`src/hdl/sis_pkg.sv`:
```
package sis_pkg;

    // fixed field widths and default key capacity
    localparam int KEY_W        = 64;
    localparam int POSITION_W   = 6;
    localparam int CFG_IDX_W    = 2;
    localparam int CFG_DATA_W   = 2;
    localparam int DEF_MAX_KEYS = 64;

    // configuration register indexes
    localparam logic [CFG_IDX_W-1:0] CFG_ASCENDING = 2'd0;
    localparam logic [CFG_IDX_W-1:0] CFG_SIGNED    = 2'd1;
    localparam logic [CFG_IDX_W-1:0] CFG_WIDTH     = 2'd2;

    // key width codes
    typedef enum logic [1:0] {
        WIDTH_8  = 2'd0,
        WIDTH_16 = 2'd1,
        WIDTH_32 = 2'd2,
        WIDTH_64 = 2'd3
    } width_code_t;

    // comparison mode in force
    typedef struct packed {
        logic        ascending;
        logic        keys_signed;
        width_code_t width_code;
    } cfg_t;

    // per-cell move selection
    typedef enum logic [2:0] {
        OP_HOLD     = 3'd0,
        OP_SHIFT_UP = 3'd1,
        OP_SHIFT_DN = 3'd2,
        OP_TAKE_UP  = 3'd3,
        OP_TAKE_DN  = 3'd4
    } op_t;

endpackage

```
`src/hdl/sis_cmp.sv`:
```
module sis_cmp #(
    parameter int PosW = 6
) (
    input  sis_pkg::cfg_t                cfg,
    input  logic                         lo_valid,
    input  logic [sis_pkg::KEY_W-1:0]    lo_key,
    input  logic [PosW-1:0]              lo_pos,
    input  logic                         hi_valid,
    input  logic [sis_pkg::KEY_W-1:0]    hi_key,
    input  logic [PosW-1:0]              hi_pos,
    output logic                         swap
);
    import sis_pkg::*;

    logic [KEY_W-1:0] mask;
    logic [KEY_W-1:0] sign;
    logic [KEY_W-1:0] lo_val;
    logic [KEY_W-1:0] hi_val;
    logic             lo_after;

    // mask and sign bit for the configured width
    always_comb
    begin
        unique case (cfg.width_code)
            WIDTH_8:
            begin
                mask = 64'h0000_0000_0000_00FF;
                sign = 64'h0000_0000_0000_0080;
            end
            WIDTH_16:
            begin
                mask = 64'h0000_0000_0000_FFFF;
                sign = 64'h0000_0000_0000_8000;
            end
            WIDTH_32:
            begin
                mask = 64'h0000_0000_FFFF_FFFF;
                sign = 64'h0000_0000_8000_0000;
            end
            default:
            begin
                mask = 64'hFFFF_FFFF_FFFF_FFFF;
                sign = 64'h8000_0000_0000_0000;
            end
        endcase
    end

    // map keys to unsigned order values
    assign lo_val = (lo_key & mask) ^ (cfg.keys_signed ? sign : '0);
    assign hi_val = (hi_key & mask) ^ (cfg.keys_signed ? sign : '0);

    // lower entry belongs after upper one, ties broken by arrival position
    always_comb
    begin
        if (lo_val != hi_val)
            lo_after = cfg.ascending ? (lo_val > hi_val) : (lo_val < hi_val);
        else
            lo_after = lo_pos > hi_pos;
    end

    assign swap = lo_valid && hi_valid && lo_after;

endmodule

```
`config.mk`:
```
export PLATFORM = sky130hd
export DESIGN_NAME = sis_cmp
export DESIGN_NICKNAME = d
export VERILOG_FILES = /design/src/hdl/sis_pkg.sv /design/src/hdl/sis_cmp.sv
export SDC_FILE = /design/constraint.sdc
export NUM_CORES = 1
export LEC_CHECK = 0
export ABC_CLOCK_PERIOD_IN_PS = 4700
export BUFFER_PORTS_ARGS = -buffer_cell sky130_fd_sc_hd__buf_2
export CAP_MARGIN = 15
export CORE_MARGIN = 8
export CORE_UTILIZATION = 49
export DETAILED_ROUTE_END_ITERATION = 10
export PLACE_DENSITY = 0.9
export RECOVER_POWER = 100
export SYNTH_ARGS = -nofsm -noshare
export SYNTH_HDL_FRONTEND = slang
export SYNTH_SLANG_ARGS = --single-unit
```
`constraint.sdc`:
```
create_clock -name vclk -period 4.7
set_clock_uncertainty 0.1 [all_clocks]
set_input_delay 0.235 -clock vclk [all_inputs]
set_output_delay 0.235 -clock vclk [all_outputs]
set_load 0.05 [all_outputs]
```
# Yosys cells after proc, flatten, opt, wreduce, memory -nomap -nowiden
# Index checks and enable logic that the tools add are counted.
# op_classes
n_lt_le_gt_ge	3
n_eq_ne	3
n_mux	5
bitwise	4
n_reduce_logical	3
# ops
op	count
64-bit case mux with 3 select lines	2
64-bit bitwise AND	2
64-bit XOR	2
64-bit greater-than comparator	1
64-bit < comparator	1
64-bit two-way mux	1
64-bit inequality test	1
6-bit greater-than comparator	1
2-bit by 1-bit equality test with 1-bit output (second input constant)	1
2-bit equality test (second input constant)	1
1-bit logical AND	2
2-bit zero test	1
1-bit two-way mux	2
# totals
ff_bits	0
in_bits	146
output_inout_bits	1
elab_cells	18

# Longest topological paths before layout
# Gate-level depths: netlist of run 1.
# depth
word_depth	8
depth_mapped	14
depth_no_buf	12

# Worst setup path before layout of run 1
# Ideal clock, no wire load.
# synth_path
path_type	input -> output
from	input port cfg[0] (netlist name)
to	output port swap
arrival_ps	3161
required_time_ps	4365
setup_slack_ps	1204
cell_stages	13
n_path_buf	3
cell_sequence	clkbuf_1 -> and2_1 -> clkbuf_1 -> clkbuf_1 -> nand2_1 -> ha_1 -> nand4_2 -> nor4_2 -> nand4_1 -> nor2_1 -> nand3_1 -> or4_1 -> o21ai_1
# synth_via
elab_chain_cells	8
word_cells_on_any_way	16
classes_between	order compare: 2; eq/ne: 3; mux: 5; bitwise: 4; reduce/logical: 2
# synth_rtl
element	line_no	rtl
start: declaration	sis_cmp.sv:4	input sis_pkg::cfg_t cfg,
2-bit equality test (tied with other cells)	sis_cmp.sv:24	unique case (cfg.width_code)
64-bit case mux with 3 select lines	sis_cmp.sv:24	
64-bit two-way mux (tied with other cells)	sis_cmp.sv:49, sis_cmp.sv:50	
64-bit XOR, on equally long branches	sis_cmp.sv:49, sis_cmp.sv:50	
64-bit < comparator / 64-bit greater-than comparator (equally long branches)	sis_cmp.sv:56	lo_after = cfg.ascending ? (lo_val > hi_val) : (lo_val < hi_val);
1-bit two-way mux	sis_cmp.sv:56	
1-bit two-way mux *	sis_cmp.sv:55	if (lo_val != hi_val)
1-bit logical AND *	sis_cmp.sv:61	assign swap = lo_valid && hi_valid && lo_after;
end: declaration	sis_cmp.sv:11	output logic swap
# Mark *: on every way between the ends. The rest lies on a longest branch, timed or not.

# Final worst setup path of run 1
# layout_path
from	input port cfg[1] (netlist name)
to	output port swap
# The elaborated chain is that of the path after synthesis.

==> flow_summary.yaml, run 1 <==
route:
  vias_per_cell: 5.28
  wire_per_inst_um: 13.5
  wirelength_um: 7180
  drcViolationCount: 0
  final_antenna_net_count: 0
  dr.pass1.iters: 4
  vias: 2809
  initialDrtViolationCount: 68
layout:
  finalInstanceArea_mm2: 0.00309
  diodes: 0
  final_util_pct: 66.2
  fill_cells: 425
  areaGrowthSynthToFinish_pct: 32.8
  fin_cells: 532
  nets: 695
  regArea_um2: 0
  multi_input_area_mm2: 0.00220
  clock_buffers: 0
  drive_gt1_share_pct: 32.4
  design.seq.count: 0
floorplanning:
  die_w_um: 84.9
  row_count: 25
  die_area_mm2: 0.00720
  ioPinCount: 147
  core_mm2: 0.00466
  start_util_pct: 49.9
  die_y_um: 84.9
sta:
  finalSetupTns_ns: 0
  period_needed_ns: 4.06
  maxSlewHeadroom_pct: 41.3
  fmax_ghz: 0.247
  rsz0062_at_grt: "no"
  period_share_pct: 86.3
  finalSetupViolations: 0
  worst_slew_pin_slew_ns: 0.881
  hold_viol: 0
  slew_viol_final: 0
synthesis:
  syn-num-nets: 560
  synth_area_mm2: 0.00232
  postSynthAreaPerCell_um2: 6.73
  syn_inst: 345
  yosysWarnings: 0
  synth_top_area_share_pct: 37.2
  yosysSeqAreaShare_pct: 0
  yosys.area.top_type: "ha_1"
  ys_top_cells_by_area: "ha_1 37%, nand2_1 12%, and3_1 8.3%, and2_1 6.7%, a21oi_1 5.4%"
  yosys.cell_types.count: 35
run_status:
  run_status: "completed"
min_path:
  holdPathStages: 4
  min_path_type: "input port to output port"
  min_to: "swap"
  holdCritStartpoint: "hi_valid"
power:
  p_leak_nw: 1.86
  switchingPower_uw: 126
  ir_worst_vdd_mv: 0.0454
  intPower_uw: 129
  p_per_area_mw_per_mm2: 82.8
  pwr-share-seq_pct: 0
  swShare_pct: 49.3
  combPwrFrac_pct: 100.0
  clkPwrFrac_pct: 0
  p_total_uw: 255
clock_network:
  hold_buffers: 0
  cts-resized-gates: 0
  post_cts_buffers: 0
worst_setup_path:
  path_class: "input port to output port"
  critPathCaptureType: "output port"
  cp_max_fo: 34
  arrival_ns: 3.72
  critPathLaunchType: "input port"
  required_ns: 4.37
grt:
  grt_usage_pct: 18.8
  overflow: 0
  antenna_found_initial: 0
  grt_pass1_wl_um: 11900
  grt_pass1_vias: 2895
  grt_max_degree: 37
placement:
  port_buffers: 147
  post_dp_cell_area_mm2: 0.00309
  place_inst: 532
  gp_congestion: 0.843
  dp_hpwl_um: 6330
job:
  maxCapViolCount: 0
-- worst max-delay path by stage --
stage	to	startpoint	slack [ns]
3_3_place_gp	swap	cfg[1]	0.83
4_1_cts	swap	cfg[1]	0.71
6_report	swap	cfg[1]	0.64
2_1_floorplan	swap	cfg[0]	1.20
5_1_grt	swap	cfg[1]	0.38
3_5_place_dp	swap	cfg[1]	0.71
-- power by group through the flow --
stage | Sequential (mW) | Clock, mW | Combinational [mW]
2_1_floorplan | 0 | 0 | 0.161
3_3_place_gp | 0 | 0 | 0.247
3_5_place_dp | 0 | 0 | 0.255
4_1_cts | 0 | 0 | 0.257
5_1_grt | 0 | 0 | 0.292
6_report | 0 | 0 | 0.255
-- critical path, stage by stage --
cell      delay (ns)
clkbuf_2        0.41
and2_1          0.79
nand2_1         0.15
ha_1            0.35
nand4_2         0.15
nor4_2          0.34
nand4_1         0.15
nor2_1          0.17
nand3_1         0.11
or4_1           0.50
o21ai_1         0.08
buf_2           0.27
-- layout make-up --
cell class / count / share of cell area, %
multi-input combinational: 312 / 71.3
timing repair buffer: 150 / 24.6
tap: 54 / 2.19
inverter: 16 / 1.95
-- synth_stat cells (all sizes together) --
cell type / n
nand2: 75
ha: 69
and3: 31
a21oi: 25
and2: 25
clkbuf: 17
inv: 16
nand4: 13
nor2: 10
a21o: 9
nand3: 8
o21ai: 8
a211oi: 5
xor2: 5
nor2b: 4
a221oi: 3
nor3: 3
mux2i: 2
nor3b: 2
o21a: 2
or2: 2
a22o: 1
a22oi: 1
a2bb2oi: 1
nand2b: 1
nor4: 1
o211ai: 1
o221ai: 1
o22ai: 1
o31ai: 1
or2b: 1
or4: 1
-- metrics by stage --
stage / hold WS [ns] / setup slack [ns]
final: 0.786 / 0.645
after global routing: 0.804 / 0.381
after CTS: 0.790 / 0.707
after detailed placement: 0.789 / 0.705
after global placement: 0.788 / 0.833
after floorplan: 0.703 / 1.20
-- logic make-up (layout without fill, tap and decap cells) --
logic type,Yosys count,in the layout,share of synthesized area [%]
XOR/XNOR,5,5,1.88
AND/OR/NAND/NOR,177,177,39.0
multiplexers,2,2,0.862
adder cells (fa/ha/maj),69,69,37.2
AO/OA/AOI/OAI,59,59,15.8
buffers and inverters,33,166,5.33
-- routing by layer --
layer  GRT usage [%]  up-vias  routed length [µm]
met1            21.2     1210                3160
li1                -     1492                   -
met5               0        -                   0
met3            3.86        8                 429
met4            3.24        0                  97
met2            35.4       99                3490
-- layout by cell type, fill, tap and decap left out, drive strengths merged, types with 2 or more instances in the layout --
master  instances
buf           149
nand2          75
ha             69
and3           31
a21oi          25
and2           25
inv            16
nand4          13
nor2           10
a21o            9
nand3           8
o21ai           8
a211oi          5
xor2            5
nor2b           4
nor3            3
a221oi          3
o21a            2
mux2i           2
nor3b           2
or2             2
No activity file was read; power rests on OpenSTA's default activity.
==> run 2, diff against run 1 <==
Settings changed: CELL_PAD_IN_SITES_DETAIL_PLACEMENT set to 1, CELL_PAD_IN_SITES_GLOBAL_PLACEMENT set to 2, CORE_UTILIZATION 49 to 24, PLACE_DENSITY 0.9 to unset, PLACE_DENSITY_LB_ADDON set to 0.1.
==> run 2 against run 1 <==
  * Critical path depth up 1
  * Worst setup slack better by 0.11 ns
  * Non-clock buffer count fell by 1
  * First-iteration DRC count is 41% higher
  * Final area rose by 3.0%
  * Maximum frequency rose by 2.8%
  * Via count increased by 1.3%
  * Global-route usage is 6.5 points lower
  * Core utilization decreased by 33 points
  * Combinational power rose by 2%
  * Sequential cell count is the same
  * Clock-buffer cell count stayed put
  * Critical endpoint unchanged
  * Largest cell class unchanged
  * Highest routed layer is now met3
==> flow_summary.yaml, run 2 (synthesis gave the netlist of run 1 again) <==
run_status:
  run_status: "completed"
min_path:
  min_path_type: "input port to output port"
  holdCritStartpoint: "hi_valid"
  holdPathStages: 4
  min_to: "swap"
power:
  pwr-share-seq_pct: 0
  clkPwrFrac_pct: 0
  ir_worst_vdd_mv: 0.0216
  swShare_pct: 50.1
  p_per_area_mw_per_mm2: 81.4
  intPower_uw: 129
  p_leak_nw: 1.86
  switchingPower_uw: 130
  combPwrFrac_pct: 100.0
worst_setup_path:
  critPathCaptureType: "output port"
  required_ns: 4.37
  cp_max_fo: 43
  arrival_ns: 3.61
  critPathLaunchType: "input port"
  path_class: "input port to output port"
sta:
  finalSetupViolations: 0
  rsz0062_at_grt: "no"
  fmax_ghz: 0.253
  slew_viol_final: 0
  finalSetupTns_ns: 0
  period_needed_ns: 3.95
  holdWs_ns: 0.802
  period_share_pct: 83.9
  hold_viol: 0
  worst_slew_pin_slew_ns: 0.664
  maxSlewHeadroom_pct: 55.7
grt:
  grt_usage_pct: 12.3
  antenna_found_initial: 0
  grt_pass1_wl_um: 13700
  grt_pass1_vias: 3111
  grt_max_degree: 44
  overflow: 0
layout:
  clock_buffers: 0
  fill_cells: 1280
  regArea_um2: 0
  nets: 694
  design.seq.count: 0
  layout_common_cells: "146 x buf_2, 75 x nand2_1, 69 x ha_1, 31 x and3_1"
  fin_cells: 610
  areaGrowthSynthToFinish_pct: 36.7
  drive_gt1_share_pct: 32.3
  layout_commonest_cell: "buf_2"
  diodes: 0
  final_util_pct: 33.1
route:
  initialDrtViolationCount: 96
  wire_per_inst_um: 13.8
  final_antenna_net_count: 0
  dr.pass1.iters: 4
  drcViolationCount: 0
  wirelength_um: 8400
  vias_per_cell: 4.66
  vias: 2845
placement:
  place_inst: 610
  gp_congestion: 0.726
  dp_hpwl_um: 7550
  port_buffers: 147
floorplanning:
  die_area_mm2: 0.0131
  row_count: 36
  start_util_pct: 24.2
  die_w_um: 114
  die_y_um: 114
  core_mm2: 0.00959
  ioPinCount: 147
clock_network:
  hold_buffers: 0
  post_cts_buffers: 0
  cts-resized-gates: 0
job:
  maxCapViolCount: 0
==> run 2: cell count changes in the layout (fill, tap and decap cells not counted) <==
cell and change:
buf_4 -1
==> run 2: metal layers <==
metal | routed length [µm] | up-vias | share of wire [%] | global-route usage, %
met5 | 0 | - | 0 | 0
met4 | 0 | 0 | 0 | 0
met3 | 491 | 0 | 5.8 | 2.06
met2 | 4120 | 73 | 49 | 22.9
met1 | 3780 | 1280 | 45 | 15.1
li1 | - | 1492 | - | -
==> run 2: layout make-up <==
class / count / area, µm² / share of cell area, %
multi-input cells: 312 / 2200 / 69.2
repair buffers: 149 / 751 / 23.6
well taps: 133 / 166 / 5.24
inverters: 16 / 60.1 / 1.89
==> run 2: critical path, stage by stage <==
cell and delay, ns:
clkbuf_2 0.51, and2_1 0.21, buf_4 0.32, nand2_1 0.10
ha_1 0.32, nand4_2 0.16, nor4_2 0.33, nand4_1 0.19
nor2_1 0.20, nand3_1 0.11, or4_1 0.52, o21ai_1 0.10
buf_2 0.29
==> run 2: how the worst max path moves through the flow <==
stage / cells after the start / start / end / slack [ns]
after floorplan: 13 / cfg[0] / swap / 1.20
after detailed placement: 13 / cfg[1] / swap / 0.80
after global placement: 13 / cfg[1] / swap / 0.97
final: 13 / cfg[1] / swap / 0.75
after global routing: 13 / cfg[1] / swap / 0.43
after CTS: 13 / cfg[1] / swap / 0.79
==> run 2: power groups by stage <==
stage	clock network, mW	logic, mW	registers, mW
after detailed placement	0	0.264	0
after global placement	0	0.260	0
final	0	0.259	0
after global routing	0	0.302	0
after CTS	0	0.266	0
after floorplan	0	0.161	0
==> run 2: metrics by stage <==
step	setup slack (ns)	instance area (µm²)	power, mW
after floorplan	1.20	2320	0.161
after global placement	0.971	3180	0.260
after detailed placement	0.803	3180	0.264
after CTS	0.788	3180	0.266
after global routing	0.430	3180	0.302
final	0.755	3180	0.259
