===== config.mk =====
export PLATFORM = sky130hd
export DESIGN_NAME = sis_cell
export DESIGN_NICKNAME = d
export VERILOG_FILES = /design/src/hdl/sis_pkg.sv /design/src/hdl/sis_cell.sv
export SDC_FILE = /design/constraint.sdc
export NUM_CORES = 1
export LEC_CHECK = 0
export ABC_CLOCK_PERIOD_IN_PS = 2000
export BUFFER_PORTS_ARGS = -buffer_cell sky130_fd_sc_hd__buf_2
export CAP_MARGIN = 20
export CORE_MARGIN = 2
export CORE_UTILIZATION = 25
export DETAILED_ROUTE_END_ITERATION = 8
export PLACE_DENSITY_LB_ADDON = 0.3
export SLEW_MARGIN = 20
export SYNTH_ARGS = -nofsm -noshare
export SYNTH_HDL_FRONTEND = slang
export SYNTH_SLANG_ARGS = --single-unit

===== constraint.sdc =====
create_clock -name clk -period 2 [get_ports clk]
set_input_delay 0.3 -clock clk [delete_from_list [all_inputs] [get_ports clk]]
set_output_delay 0.3 -clock clk [all_outputs]
set_load 0.005 [all_outputs]

===== src/hdl/sis_pkg.sv =====
package sis_pkg;

    // fixed field widths and default key capacity
    localparam int KEY_W        = 64;
    localparam int POSITION_W   = 6;
    localparam int CFG_IDX_W    = 2;
    localparam int CFG_DATA_W   = 2;
    localparam int DEF_MAX_KEYS = 64;

    // configuration register indexes
    localparam logic [CFG_IDX_W-1:0] CFG_ASCENDING = 2'd0;
    localparam logic [CFG_IDX_W-1:0] CFG_SIGNED    = 2'd1;
    localparam logic [CFG_IDX_W-1:0] CFG_WIDTH     = 2'd2;

    // key width codes
    typedef enum logic [1:0] {
        WIDTH_8  = 2'd0,
        WIDTH_16 = 2'd1,
        WIDTH_32 = 2'd2,
        WIDTH_64 = 2'd3
    } width_code_t;

    // comparison mode in force
    typedef struct packed {
        logic        ascending;
        logic        keys_signed;
        width_code_t width_code;
    } cfg_t;

    // per-cell move selection
    typedef enum logic [2:0] {
        OP_HOLD     = 3'd0,
        OP_SHIFT_UP = 3'd1,
        OP_SHIFT_DN = 3'd2,
        OP_TAKE_UP  = 3'd3,
        OP_TAKE_DN  = 3'd4
    } op_t;

endpackage


===== src/hdl/sis_cell.sv =====
module sis_cell #(
    parameter int PosW = 6
) (
    input  logic                         clk,
    input  logic                         rst_n,
    input  sis_pkg::op_t                 op,
    input  logic                         dn_valid,
    input  logic [sis_pkg::KEY_W-1:0]    dn_key,
    input  logic [PosW-1:0]              dn_pos,
    input  logic                         up_valid,
    input  logic [sis_pkg::KEY_W-1:0]    up_key,
    input  logic [PosW-1:0]              up_pos,
    output logic                         valid,
    output logic [sis_pkg::KEY_W-1:0]    key,
    output logic [PosW-1:0]              pos
);
    import sis_pkg::*;

    logic             valid_reg, valid_next;
    logic [KEY_W-1:0] key_reg, key_next;
    logic [PosW-1:0]  pos_reg, pos_next;

    // take from the lower or upper neighbor, or keep
    always_comb
    begin
        valid_next = valid_reg;
        key_next   = key_reg;
        pos_next   = pos_reg;
        unique case (op) inside
            OP_SHIFT_UP, OP_TAKE_DN:
            begin
                valid_next = dn_valid;
                key_next   = dn_key;
                pos_next   = dn_pos;
            end
            OP_SHIFT_DN, OP_TAKE_UP:
            begin
                valid_next = up_valid;
                key_next   = up_key;
                pos_next   = up_pos;
            end
            default:
            begin
                valid_next = valid_reg;
            end
        endcase
    end

    // valid flag
    always_ff @(posedge clk or negedge rst_n)
    begin
        if (!rst_n)
            valid_reg <= 1'b0;
        else
            valid_reg <= valid_next;
    end

    // key and position payload
    always_ff @(posedge clk)
    begin
        key_reg <= key_next;
        pos_reg <= pos_next;
    end

    assign valid = valid_reg;
    assign key   = key_reg;
    assign pos   = pos_reg;

endmodule


Word-level counts from Yosys, hierarchy flattened
Index checks and enable logic that the tools add are counted.

Output and inout port bits: 71. Logic and storage cells: 13. Register bits: 71. Input bits: 147.

Eq/ne operators: 4. Reductions and logical operators: 3. Mux-type cells: 3.

Operator list (count): one-hot mux 64 bit (2 select lines) (1); one-hot mux 6 bit (2 select lines) (1); equality test 3 x 2 -> 1 bit (second input constant) (2); OR reduction 2 bit (2); equality test 3 x 1 -> 1 bit (second input constant) (1); equality test 3 bit (second input constant) (1); one-hot mux 1 bit (2 select lines) (1); nonzero test 2 bit (1).

Depth between registers and ports, before layout
Gate-level depths: netlist (run 1).

Depth in word-level cells: 3. Gate-level depth with buffers: 5. Gate-level depth less buffers: 3.

Least setup slack after synthesis (run 1)
OpenSTA, ideal clock, no wires.

Path kind: input to register. From: in op[2]. To: reg key_reg[0] (netlist: key[0]), enable pin. Cell stages on the path: 2. Setup slack: -2.566 ns. Arrival: 4.036 ns. Path buffers: 1. Cell sequence: buf_6 > xnor2_1.

Word-level cells in the longest chain between the ends: 3.

RTL lines: start: declaration (RTL line sis_cell.sv:6) `input sis_pkg::op_t op,`; equality test 3 x 2 -> 1 bit (no line) (tied with other cells); OR reduction 2 bit (RTL line sis_cell.sv:29) `unique case (op) inside`; nonzero test 2 bit (no line) (*); end signal: assignment (RTL line sis_cell.sv:61) `key_reg <= key_next;`; end: declaration (RTL line sis_cell.sv:20) `logic [KEY_W-1:0] key_reg, key_next;`.

Every way passes the cells marked *; elsewhere a longest branch is shown, timed or not. A chain may end at the register's enable or synchronous reset.

Final worst setup path (run 1)
From: in op[2]. To: reg key_reg[15] (netlist: key[15]), data pin.

Word-level cells in the longest chain between the ends: 3.

RTL lines (RTL line): equality test 3 x 2 -> 1 bit (no line) (tied with other cells); OR reduction 2 bit (sis_cell.sv:29); one-hot mux 64 bit (2 select lines) (*) (sis_cell.sv:29); via key_next[15] (sis_cell.sv:20).

Mark *: on every way through the listed nets, which the timed path passes. The rest lies on a longest branch.

==> results of run 1 <==
-- per-layer routing --
layer / global-route usage / up-vias / share of wire
met5: 0 / - / 0
met1: 0.123 / 1064 / 0.41
met2: 0.159 / 124 / 0.48
li1: - / 1069 / -
met4: 0.0552 / 0 / 0.024
met3: 0.0324 / 12 / 0.086
-- worst max-delay path, cell delays in order --
cell and delay, ns:
buf_2 0.19, nand2b_4 0.19, buf_12 0.26, mux2_4 0.34
-- what timing repair did --
item / in CTS / in global routing
resized for setup: 0 / 0
endpoints found under the hold margin: 1 / 0
hold buffers: 1 / 0
-- cell type report --
| class | count | area, sq um |
|---|---|---|
| clock buffers | 10 | 229 |
| clock inverters | 3 | 13.8 |
| fillers | 1294 | 8380 |
| multi-input cells | 79 | 1150 |
| flip-flops and latches | 71 | 2130 |
| well taps | 176 | 220 |
| repair buffers | 222 | 1180 |
-- per-stage QoR --
| stage | hold WS (ns) | utilization | area [sq um] | setup slack, ns | instances |
|---|---|---|---|---|---|
| floorplan | 0.00441 | - | 3450 | -0.0572 | 159 |
| global placement | 0.0755 | 0.351 | 4660 | 0.445 | 547 |
| detailed placement | 0.0774 | 0.351 | 4660 | 0.412 | 547 |
| CTS | 0.153 | 0.370 | 4910 | 0.782 | 561 |
| global route | 0.175 | 0.370 | 4910 | 0.737 | 561 |
| finish | 0.174 | 0.370 | 4910 | 0.763 | 561 |
-- cells in the final DEF, fill, tap and decap left out --
master,count
buf_2,217
mux2_4,70
edfxtp_1,70
clkbuf_16,9
buf_12,4
mux2i_1,2
clkinv_2,2
nand2b_4,1
nor2_2,1
xnor2_4,1
or2b_1,1
o31ai_1,1
a22o_1,1
a21oi_1,1
clkbuf_1,1
clkinv_1,1
dlygate4sd3_1,1
dfrtp_1,1
-- power by group through the flow --
stage | clock, mW | combinational [mW] | sequential (mW)
global route | 1.46 | 0.793 | 1.97
finish | 1.34 | 0.724 | 1.95
CTS | 1.41 | 0.739 | 1.95
floorplan | 0 | 0.312 | 2.01
global placement | 0 | 0.734 | 1.97
detailed placement | 0 | 0.738 | 1.98
-- logic make-up (layout without fill, tap and decap cells) --
kind of cell    Yosys count  after routing
mux                      72             72
flops                    71             71
buf+inv                   9            235
compound gates            3              3
simple gates              3              3
xor+xnor                  1              1
-- worst paths after layout --
check / from / to / slack [ns] / cells past startpoint
setup / recovery: op[2] / key[15]$_DFFE_PP_ / 0.76 / 4
hold / removal: op[0] / valid$_DFFE_PN0P_ / 0.17 / 2
setup reg to reg: valid$_DFFE_PN0P_ / valid$_DFFE_PN0P_ / 1.09 / 3
hold reg to reg: valid$_DFFE_PN0P_ / valid$_DFFE_PN0P_ / 0.73 / 3
max in group asynchronous: rst_n / valid$_DFFE_PN0P_ / 1.63 / 2
min in group asynchronous: rst_n / valid$_DFFE_PN0P_ / 0.28 / 2
==> out/metrics.csv, run 1 <==
metric,value,unit
numPortBuffers,217,
syn-num-nets,306,
numClockSinks,71,
sw_frac_of_total,0.219,
ys_types,13,
synth_xor_area_frac,0.00256,
cap_violations,0,
clk_pin_slew,0.05,ns
hold_violations,0,
ir_drop,0.000285,V
synth.top_cell.area_share,0.614,
seq_area_frac_synth,0.621,
cp-end-kind,register,
grt_max_degree,36,
diodes,0,
design.die.area,14700,sq um
synthAdderAreaFrac,0,
cts_tree,done,
skew,0,ns
cts_buffer_depth,2,
fin_crit_sh,0.619,
required,2.07,ns
ctsRootBufferMaster,clkbuf_16,
worstSkewPairLatency,0.32,ns
cts_buffers,9,
ant_nets,0,
cp-start-kind,input pin,
p_comb_frac,0.181,
first_pass_iters,4,
globalRouteTotalUtil,0.101,
worst_pin_slew,0.277,ns
slew_viol_final,0,
p_total,4.01,mW
synth_warnings,0,
num_rows,42,
async_flop_share,0.0141,
rsz0062_at_grt,false,
dpl.hpwl,5730,um
design.core.area,13300,sq um
power_frac_clock,0.335,
largest_reg_flops,64,
synth_compound_area_frac,0.00621,
die_h,121,um
gp_congestion,0.710,
synth_area,3420,sq um
worstPathMaxFanout,35,
p_sw,0.879,mW
avgSynthCellArea,21.5,sq um
synth_common_cells,"70 x edfxtp_1, 70 x mux2_4, 8 x buf_12",
p_per_area,816,nW/um^2
grt_pass1_wl,11300,um
yosys_register_bits,71,
synth_largest_area_cell,edfxtp_1,
drt_iter0_drc,69,
area_growth,43.5,%
crit_arrival,1.31,ns
die_width,121,um
status,"finished, final reports clean",
antenna_found_initial,0,
fmax,808,MHz
hold_class,in -> reg,
initial_core_util,0.258,
muxShareOfSynthArea,0.313,
internal_power,3.13,mW
setup_tns,0,ns
routed_wl,7460,um
routed-via-count,2269,
grt_overflow,0,
post-route-min-period,1.24,ns
critPathKind,in -> reg,
drc,0,
synth_cells,159,
synth_top_family_by_area,multiplexers,
p_seq_frac,0.485,
drive_gt1_frac,0.792,
wl_per_cell,13.3,um
io-pin-count,218,
vias_per_cell,4.04,
synth_simple_gate_area_frac,0.00731,
setup_viol,0,
synth_flop_cell,edfxtp_1,
nets,530,
synth_edf_count,70,
first_global_vias,2356,
ys_top_cells_by_area,"edfxtp_1 61%, mux2_4 31%, buf_12 4.7%, dfrtp_1 0.73%, mux2i_1 0.58%",
htree_levels,3,
cellLeakagePower,2.38,nW
slew_headroom,0.815,
post_cts_buffers,0,
(Power assumes the default switching activity.)
==> run 2: changes to the inputs <==
--- a/config.mk
+++ b/config.mk
@@ -5,7 +5,8 @@
 export SDC_FILE = /design/constraint.sdc
 export NUM_CORES = 1
 export LEC_CHECK = 0
-export ABC_CLOCK_PERIOD_IN_PS = 2000
+export ABC_AREA = 1
+export ABC_CLOCK_PERIOD_IN_PS = 1100
 export BUFFER_PORTS_ARGS = -buffer_cell sky130_fd_sc_hd__buf_2
 export CAP_MARGIN = 20
 export CORE_MARGIN = 2
==> constraint.sdc (replaced) <==
create_clock -name clk -period 1.1 [get_ports clk]
set_input_delay 0.165 -clock clk [delete_from_list [all_inputs] [get_ports clk]]
set_output_delay 0.165 -clock clk [all_outputs]
set_load 0.005 [all_outputs]
==> run 2 against run 1 <==
- power increased by 84%
- core utilization rose by 1.3 points
- clock-buffer cell count rose by 1
- final cell count up 27%
- worst setup slack worse by 0.68 ns
- area after synthesis decreased by 5.6%
- wire length rose by 19%
- critical endpoint is now key[24]
- highest routed layer unchanged
==> out/metrics.csv, run 2 <==
metric,value,unit,change
regArea,2130,sq um,unchanged
slew_headroom,0.764,,-0.0510
worstSkewPairLatency,0.32,ns,about the same
fillerInstances,1281,,-1.0%
rsz0062_at_grt,false,,
seq_area_frac_synth,0.658,,+0.0370
dp_worst_setup_slack,-0.0771,ns,-0.490 ns
dpl.hpwl,6820,um,+19%
synth_xor_area_frac,0,,-0.00256
antenna_found_initial,0,,unchanged
grt_overflow,0,,unchanged
numPortBuffers,217,,unchanged
num_rows,41,,-2.4%
synth_top_family_by_area,simple AND/OR/NAND/NOR gates,,
required,0.94,ns,-1.13 ns
diodes,0,,unchanged
area_growth,49.4,%,
synth_flop_cell,edfxtp_1,,
synth_simple_gate_area_frac,0.290,,+0.283
grt_max_degree,55,,+53%
grt_pass1_wl,13400,um,+19%
ys_types,10,,-3
ctsRootBufferMaster,clkbuf_16,,
synth_cells,317,,+99%
fin_crit_sh,0.923,,
ir_drop,0.000805,V,+180%
synth_largest_area_cell,edfxtp_1,,
numClockSinks,71,,unchanged
critPathKind,reg -> out,,
first_global_vias,2782,,+18%
postLayoutCellArea,4830,sq um,-1.7%
synth_warnings,0,,unchanged
nets,683,,+29%
die_width,118,um,-2.8%
dpl_cell_area,4540,sq um,-2.6%
critPathTopFamily,flip-flops,,
cellLeakagePower,2.41,nW,+1.3%
initial_core_util,0.256,,-0.00148
setup_slack,0.0843,ns,-0.679 ns
p_per_area,1530,nW/um^2,+88%
worst-path-buf-inv,1,,-1
design.die.area,13900,sq um,-5.4%
first_pass_iters,4,,unchanged
drive_gt1_frac,0.458,,-0.334
io-pin-count,218,,unchanged
status,"finished, final reports clean",,
worst_pin_slew,0.353,ns,+0.0765 ns
synth_compound_area_frac,0,,-0.00621
layout_common_cells,"217 x buf_2, 145 x nand2_1, 72 x nand3_1",,
slowest_delay,0.39,ns,+0.05 ns
fin_util,0.383,,+0.0131
syn-num-nets,464,,+52%
setup_viol,0,,unchanged
routed-via-count,2951,,+30%
ys_top_cells_by_area,"edfxtp_1 65%, nand2_1 17%, nand3_1 11%, buf_6 2.4%, buf_2 2.2%",,
synth_common_cells,"147 x nand2_1, 73 x nand3_1, 70 x edfxtp_1",,
fmax,985,MHz,
finalNonFillerCells,713,,+27%
worstPathMaxFanout,1,,-97%
muxShareOfSynthArea,0,,-0.313
wl_per_cell,12.4,um,-6.6%
design.core.area,12600,sq um,-5.1%
die_h,118,um,-2.8%
placed_cells,696,,+27%
synth_area,3230,sq um,-5.6%
drt_iter0_drc,63,,-8.7%
largest_reg_flops,64,,unchanged
ant_nets,0,,unchanged
synth_edf_count,70,,unchanged
cap_violations,0,,unchanged
vias_per_cell,4.14,,+2.3%
drc,0,,unchanged
skew,0,ns,unchanged
cts_buffer_depth,2,,unchanged
globalRouteTotalUtil,0.123,,+0.0215
synthAdderAreaFrac,0,,unchanged
hold_class,in -> reg,,
routed_wl,8860,um,+19%
worstPathCellList,buf_2,,
synth.most_common_cell,nand2_1,,
layout_commonest_cell,buf_2,,
avgSynthCellArea,10.2,sq um,-53%
post-route-min-period,1.02,ns,
cts_tree,done,,
yosys_register_bits,71,,unchanged
hold_violations,0,,unchanged
synth.top_cell.area_share,0.650,,+0.0366
crit_arrival,0.85,ns,-0.46 ns
gp_congestion,0.754,,+6.2%
whs,0.104,ns,-0.0699 ns
clk_pin_slew,0.06,ns,about the same
async_flop_share,0.0141,,unchanged
multi_input_area,968,sq um,-16%
htree_levels,3,,unchanged
cp-end-kind,primary output,,
slowest_stage,edfxtp_1,,
cp-start-kind,register,,
cts_buffers,9,,unchanged
slew_viol_final,0,,unchanged
-- run 2: area by class of cell --
cell class              instances  share of cell area
repair buffers                230               0.253
clock buffers                  11              0.0482
multi-input cells             221               0.201
well taps                     172              0.0446
inverters                       3             0.00285
flip-flops and latches         71               0.440
clock inverters                 5              0.0101
-- run 2: logic make-up after synthesis --
family / after synthesis
buffers and inverters: 25
flip-flops: 71
AND/OR/NAND/NOR: 221
-- run 2: power by group --
group	switching, mW	internal [mW]
combinational	0.613	0.564
sequential	0.0907	3.39
clock	1.01	1.73
-- run 2: per-layer routing --
layer | vias to the layer above | GRT usage | share of wire
met5 | - | 0 | 0
met4 | 0 | 0.0316 | 0.0087
met3 | 7 | 0.0451 | 0.080
met2 | 122 | 0.217 | 0.50
met1 | 1307 | 0.139 | 0.41
li1 | 1515 | - | -
-- run 2: final timing paths --
path / startpoint / to / slack, ns / cells after the start
setup / recovery: key[24]$_DFFE_PP_ / key[24] / 0.08 / 1
hold / removal: dn_key[58] / key[58]$_DFFE_PP_ / 0.10 / 3
setup reg to reg: valid$_DFFE_PN0P_ / valid$_DFFE_PN0P_ / 0.49 / 2
hold reg to reg: valid$_DFFE_PN0P_ / valid$_DFFE_PN0P_ / 0.51 / 2
max in group asynchronous: rst_n / valid$_DFFE_PN0P_ / 0.84 / 2
min in group asynchronous: rst_n / valid$_DFFE_PN0P_ / 0.17 / 2
-- run 2: metrics by stage --
step	TNS, ns	power, mW
2_1_floorplan	-0.696	4.00
3_3_place_gp	-2.94	4.71
3_5_place_dp	-5.45	4.74
4_1_cts	0	7.51
5_1_grt	0	7.75
6_report	0	7.40
-- run 2: timing repair --
item                                   in CTS  in global routing
buffers inserted                            0                  0
setup endpoints to repair                   0                  0
endpoints found under the hold margin       1                  0
gates resized for setup                     0                  0
hold buffers                                1                  0
